===== config.mk =====
export PLATFORM = sky130hd
export DESIGN_NAME = sgss_queue
export DESIGN_NICKNAME = d
export VERILOG_FILES = /design/src/hdl/sgss_pkg.sv /design/src/hdl/sgss_queue.sv
export VERILOG_INCLUDE_DIRS = /design/src /design/src/hdl
export SDC_FILE = /design/constraint.sdc
export NUM_CORES = 1
export LEC_CHECK = 0
export BUFFER_PORTS_ARGS = -buffer_cell sky130_fd_sc_hd__buf_2
export CAP_MARGIN = 20
export CORE_ASPECT_RATIO = 1.5
export CORE_UTILIZATION = 51
export CTS_CLUSTER_SIZE = 8
export DETAILED_ROUTE_END_ITERATION = 12
export GPL_ROUTABILITY_DRIVEN = 0
export PLACE_DENSITY = 0.81
export SKIP_CTS_REPAIR_TIMING = 1
export SLEW_MARGIN = 30
export SYNTH_ARGS = -nofsm -noshare
export SYNTH_HDL_FRONTEND = slang
export SYNTH_SLANG_ARGS = --single-unit

===== constraint.sdc =====
create_clock -name clk -period 2 [get_ports clk]
set_input_delay 0.2 -clock clk [delete_from_list [all_inputs] [get_ports clk]]
set_output_delay 0.2 -clock clk [all_outputs]
set_load 0.005 [all_outputs]

===== src/hdl/sparse_group_segment_sum_assert.svh =====
// Assertion macros for the segment-sum block.
// Included by modules that carry concurrent checks; expects clk and rst_n in scope.
`ifndef SPARSE_GROUP_SEGMENT_SUM_ASSERT_SVH
`define SPARSE_GROUP_SEGMENT_SUM_ASSERT_SVH

`ifndef SYNTH
`define SGSS_ASSERT_ALWAYS(name, expr) \
    name: assert property (@(posedge clk) disable iff (!rst_n) (expr)) \
        else $error("assertion failed");
`define SGSS_ASSERT_IMPLIES(name, ante, cons) \
    name: assert property (@(posedge clk) disable iff (!rst_n) (ante) |-> (cons)) \
        else $error("assertion failed");
`else
`define SGSS_ASSERT_ALWAYS(name, expr)
`define SGSS_ASSERT_IMPLIES(name, ante, cons)
`endif

`endif


===== src/hdl/sgss_pkg.sv =====
// Shared types and codes for the segment-sum block.
// No dependencies; imported by every module of the block.
package sgss_pkg;

    localparam logic [1:0] OP_LOAD_LABEL = 2'd0;
    localparam logic [1:0] OP_ADD        = 2'd1;
    localparam logic [1:0] OP_READ       = 2'd2;

    localparam int VALUE_W     = 32;
    localparam int SUM_W       = 48;
    localparam int LABEL_W     = 7;
    localparam int QUEUE_DEPTH = 4;
    localparam int QUEUE_AW    = 2;
    localparam int QUEUE_CW    = 3;

    typedef enum logic [1:0] {
        KIND_ADD       = 2'd0,
        KIND_READ      = 2'd1,
        KIND_READ_NULL = 2'd2
    } kind_t;

    localparam int KIND_W = 2;

    typedef struct packed {
        logic [1:0]         operation;
        logic [11:0]        row;
        logic [5:0]         column;
        logic [5:0]         group;
        logic [6:0]         label;
        logic signed [31:0] value;
    } req_t;

    typedef struct packed {
        logic signed [47:0] sum;
        logic               saturated;
    } res_t;

    typedef struct packed {
        logic empty;
        logic nearly_full;
    } q_stat_t;

    typedef struct packed {
        logic clearing;
    } back_stat_t;

endpackage


===== src/hdl/sgss_queue.sv =====
// Short request queue between front and back ends.
// Depends on sgss_pkg and the assertion macro header.
`include "sparse_group_segment_sum_assert.svh"

module sgss_queue
    import sgss_pkg::*;
#(
    parameter int ENTRY_W = 46
)
(
    input  logic               clk,
    input  logic               rst_n,
    input  logic               push,
    input  logic [ENTRY_W-1:0] push_data,
    input  logic               pop,
    output logic [ENTRY_W-1:0] head,
    output q_stat_t            q_stat
);

    logic [ENTRY_W-1:0]  slot_reg [QUEUE_DEPTH];
    logic [QUEUE_AW-1:0] wr_ptr_reg;
    logic [QUEUE_AW-1:0] rd_ptr_reg;
    logic [QUEUE_CW-1:0] count_reg, count_next;

    always_comb
    begin
        count_next = count_reg;
        if (push && !pop)
        begin
            count_next = count_reg + QUEUE_CW'(1);
        end
        else if (pop && !push)
        begin
            count_next = count_reg - QUEUE_CW'(1);
        end
    end

    always_ff @(posedge clk or negedge rst_n)
    begin
        if (!rst_n)
        begin
            wr_ptr_reg <= '0;
            rd_ptr_reg <= '0;
            count_reg  <= '0;
        end
        else
        begin
            if (push)
            begin
                wr_ptr_reg <= wr_ptr_reg + QUEUE_AW'(1);
            end
            if (pop)
            begin
                rd_ptr_reg <= rd_ptr_reg + QUEUE_AW'(1);
            end
            count_reg <= count_next;
        end
    end

    always_ff @(posedge clk)
    begin
        if (push)
        begin
            slot_reg[wr_ptr_reg] <= push_data;
        end
    end

    assign head               = slot_reg[rd_ptr_reg];
    assign q_stat.empty       = (count_reg == '0);
    assign q_stat.nearly_full = (count_reg >= QUEUE_CW'(QUEUE_DEPTH - 1));

    `SGSS_ASSERT_IMPLIES(a_no_overflow, push && !pop, count_reg != QUEUE_CW'(QUEUE_DEPTH))
    `SGSS_ASSERT_IMPLIES(a_no_underflow, pop, count_reg != '0)
    `SGSS_ASSERT_ALWAYS(a_count_bound, count_reg <= QUEUE_CW'(QUEUE_DEPTH))

endmodule


==> reports/metrics.yaml <==
pwr:
  internal_power_mw: 9.604
  total_power_mw: 12.96
  portion_of_total_power_attributed_to_sequential_cells_pct: 42.4
  p_sw_mw: 3.360
  comb_power_share_pct: 29.8
  switching_share_pct: 25.92
  peakVddDrop_mv: 0.7259
  p_leak_nw: 3.186
  proportion_of_power_drawn_by_the_clock_network_pct: 27.8
  powerDensity_nw_per_um2: 1448
global_routing:
  number_of_antenna_violations_at_the_first_check_in_global_routing: 0
  gr-usage-all-layers_pct: 17.82
  grt_start_max_net_pins: 33
  grt_pass1_wl_um: 18380
  via_count_of_the_first_global_routing_pass: 3495
  gr_overflow_total: 0
clocking:
  cts-root-to-sink-buffers: 2
  clock_insertion_delay_worst_skew_ns: 0.41
  clock_net_sink_count: 191
  numCtsBuffers: 17
  cts.root.buffer_cell: "sky130_fd_sc_hd__clkbuf_16"
  clkTransAtPathRegs_ns: 0.06
  cts_tree: "built"
  htree_levels: 4
sta:
  final-setup-viol-count: 7
  whs_ns: 0.006913
  achievable-frequency_mhz: 497.8
  worst-slew-pin-transition_ns: 0.3603
  worst_slack_ns: -0.008993
  slew-limit-headroom_pct: 75.98
  fin_crit_sh_pct: 100.4
  timing_hold_violations_final: 0
  final_period_minus_worst_setup_slack_ns: 2.009
  clock_skew_ns: 0.009916
  setup_repair_after_global_routing_missed_its_margin: "true"
  finalMaxSlewViolations: 0
routing:
  route.vias.total: 3380
  drt_iter0_markers: 207
  finalWirelength_um: 12850
  route.detailed.wl_per_inst_um: 21.13
  routed_via_density: 5.559
  drt_first_pass_iters: 8
  drcViolationCount: 12
  postRouteAntennaNets: 0
die:
  rows: 52
  floorplan.io_pins: 98
  dieArea_um2: 14260
  placeableCoreArea_um2: 13470
  initial_core_util_pct: 52.16
  die_width_um: 97.82
  die-height_um: 145.7
synth:
  synth_area_leader_cell: "sky130_fd_sc_hd__edfxtp_1"
  avgSynthCellArea_um2: 25.64
  synth-seq-cells: 191
  part_of_the_yosys_area_used_for_sequential_elements_pct: 81.15
  post-synth-top-count-cell: "sky130_fd_sc_hd__edfxtp_1"
  count_of_flip_flops_with_a_built_in_enable_after_synthesis: 184
  synth_area_leaders: "sky130_fd_sc_hd__edfxtp_1 79%, sky130_fd_sc_hd__mux4_2 15%, sky130_fd_sc_hd__dfrtp_1 2.5%"
  syn-num-nets: 330
  syn-instance-count: 274
  count_of_unique_library_cells_instantiated_by_yosys: 19
  yosysWarningCount: 0
  yosys-top-cells-count: "184 x sky130_fd_sc_hd__edfxtp_1, 46 x sky130_fd_sc_hd__mux4_2, 7 x sky130_fd_sc_hd__dfrtp_1"
  ys.flop_type: "sky130_fd_sc_hd__edfxtp_1"
  post-synth-top-area-fraction_pct: 78.66
  ffs_w_async_s_r_synth_pct: 3.665
  synth.cell_area_um2: 7024
finish:
  final_layout_size_suffix_gt1_share_pct: 45.96
  design_area_um2: 8955
  instances_no_fill: 608
  finalNetCount: 491
  filler_cell_count: 848
  n_antenna_cell: 0
  final-seq-area_um2: 5705
  multiInputGateArea_um2: 1241
  layout.core_utilization_pct: 66.49
  largest_register_ffs: 184
  syn_to_final_growth_pct: 27.48
setup_path:
  critical_path_peak_fanout: 8
  cp-end-kind: "output port"
  crit_path_start_kind: "flip-flop"
  critical_path_class: "flip-flop to output port"
  worstPathArrival_ns: 1.81
  timing.critical_path.required_ns: 1.80
placement:
  portBuffers: 97
  detailed_place_hpwl_um: 7629
  detailed_place.area_um2: 7830
  placed_cells: 537
worst_hold_path:
  worstHoldPathType: "input port to flip-flop"
status:
  violations: "design-rule violations, negative setup slack"
  outcome: "finished with violations"
run:
  cap_viol_max_count: 0
placed cells by master (no fill, tap or decap):
master and count:
sky130_fd_sc_hd__nand2_1 2, sky130_fd_sc_hd__dlygate4sd3_1 29, sky130_fd_sc_hd__xor2_1 4, sky130_fd_sc_hd__inv_8 1
sky130_fd_sc_hd__dfrtp_1 5, sky130_fd_sc_hd__mux2_2 1, sky130_fd_sc_hd__a21o_1 1, sky130_fd_sc_hd__edfxtp_1 184
sky130_fd_sc_hd__and2_2 4, sky130_fd_sc_hd__buf_4 12, sky130_fd_sc_hd__buf_12 6, sky130_fd_sc_hd__clkinv_2 1
sky130_fd_sc_hd__ha_1 5, sky130_fd_sc_hd__buf_2 94, sky130_fd_sc_hd__clkinvlp_4 2, sky130_fd_sc_hd__inv_1 4
sky130_fd_sc_hd__clkinv_4 1, sky130_fd_sc_hd__dfrtp_2 1, sky130_fd_sc_hd__fa_1 1, sky130_fd_sc_hd__buf_8 1
sky130_fd_sc_hd__xnor2_1 2, sky130_fd_sc_hd__inv_6 2, sky130_fd_sc_hd__clkbuf_16 21, sky130_fd_sc_hd__dfrtp_4 1
sky130_fd_sc_hd__nor3_1 1, sky130_fd_sc_hd__o21ai_0 1, sky130_fd_sc_hd__clkbuf_1 1, sky130_fd_sc_hd__bufinv_16 5
sky130_fd_sc_hd__nor2_1 1, sky130_fd_sc_hd__mux4_2 46, sky130_fd_sc_hd__buf_6 6
layer usage:
metal	share of wire (%)	GRT usage [%]	up-vias	routed length (um)
met1	39	21.05	1750	4959
met3	3.5	4.611	26	456
li1	-	-	1480	-
met4	2.3	7.879	0	294
met2	56	30.67	124	7139
met5	0	0	-	0
power by group through the flow:
stage                     Sequential (mW)  Clock [mW]  Combinational [mW]
after CTS                            5.57        3.64                3.35
after global routing                 5.56        3.80                4.14
after global placement               5.57           0                3.28
after detailed placement             5.65           0                3.34
final                                5.50        3.60                3.87
after floorplan                      5.47           0                2.09
critical path, cell delays in order, from the launching register on:
cell and delay, ns:
sky130_fd_sc_hd__dfrtp_4 0.44, sky130_fd_sc_hd__buf_6 0.14, sky130_fd_sc_hd__clkbuf_16 0.17, sky130_fd_sc_hd__mux4_2 0.50
sky130_fd_sc_hd__buf_2 0.15
kinds of logic (layout without fill, tap and decap cells):
kind of cell               after synthesis  after routing  share of synthesized area, %
muxes                                   47             47                         14.91
buffers and inverters                   14            186                         1.247
adders and majority gates                6              6                         1.176
DFF                                    191            191                         81.15
xor gates and xnor gates                 6              6                        0.7481
and+or+nand+nor                          8              8                        0.5877
AOI/OAI and AO/OA                        2              2                        0.1781
layout make-up:
class,instances,share of cell area (%)
Clock buffer,18,4.793
Clock inverter,12,2.319
Inverter,4,0.1677
Multi-Input combinational cell,69,13.86
Sequential cell,191,63.71
Tap cell,162,2.264
Timing Repair Buffer,152,12.88
metrics by stage:
step | setup TNS, ns | setup WS [ns]
2_1_floorplan | 0 | 0.3601
3_3_place_gp | 0 | 0.2673
3_5_place_dp | 0 | 0.2458
4_1_cts | -6.361 | -0.2031
5_1_grt | -1.843 | -0.07503
6_report | -0.03080 | -0.008993
path summary, 6_finish.rpt:
| path | startpoint | endpoint | slack (ns) | depth (start not counted) |
|---|---|---|---|---|
| worst max-delay path | rd_ptr_reg[0] | head[31] | -0.009 | 4 |
| worst min-delay path | push_data[10] | slot_reg[2][10] | 0.007 | 1 |
| worst max register to register | wr_ptr_reg[1] | slot_reg[1][35] | 0.46 | 4 |
| worst min register to register | count_reg[2] | count_reg[2] | 0.51 | 1 |
| max in group asynchronous | rst_n | rd_ptr_reg[0] | 1.66 | 2 |
| min in group asynchronous | rst_n | count_reg[0] | 0.16 | 2 |
No activity file was read; power rests on OpenSTA's default activity.
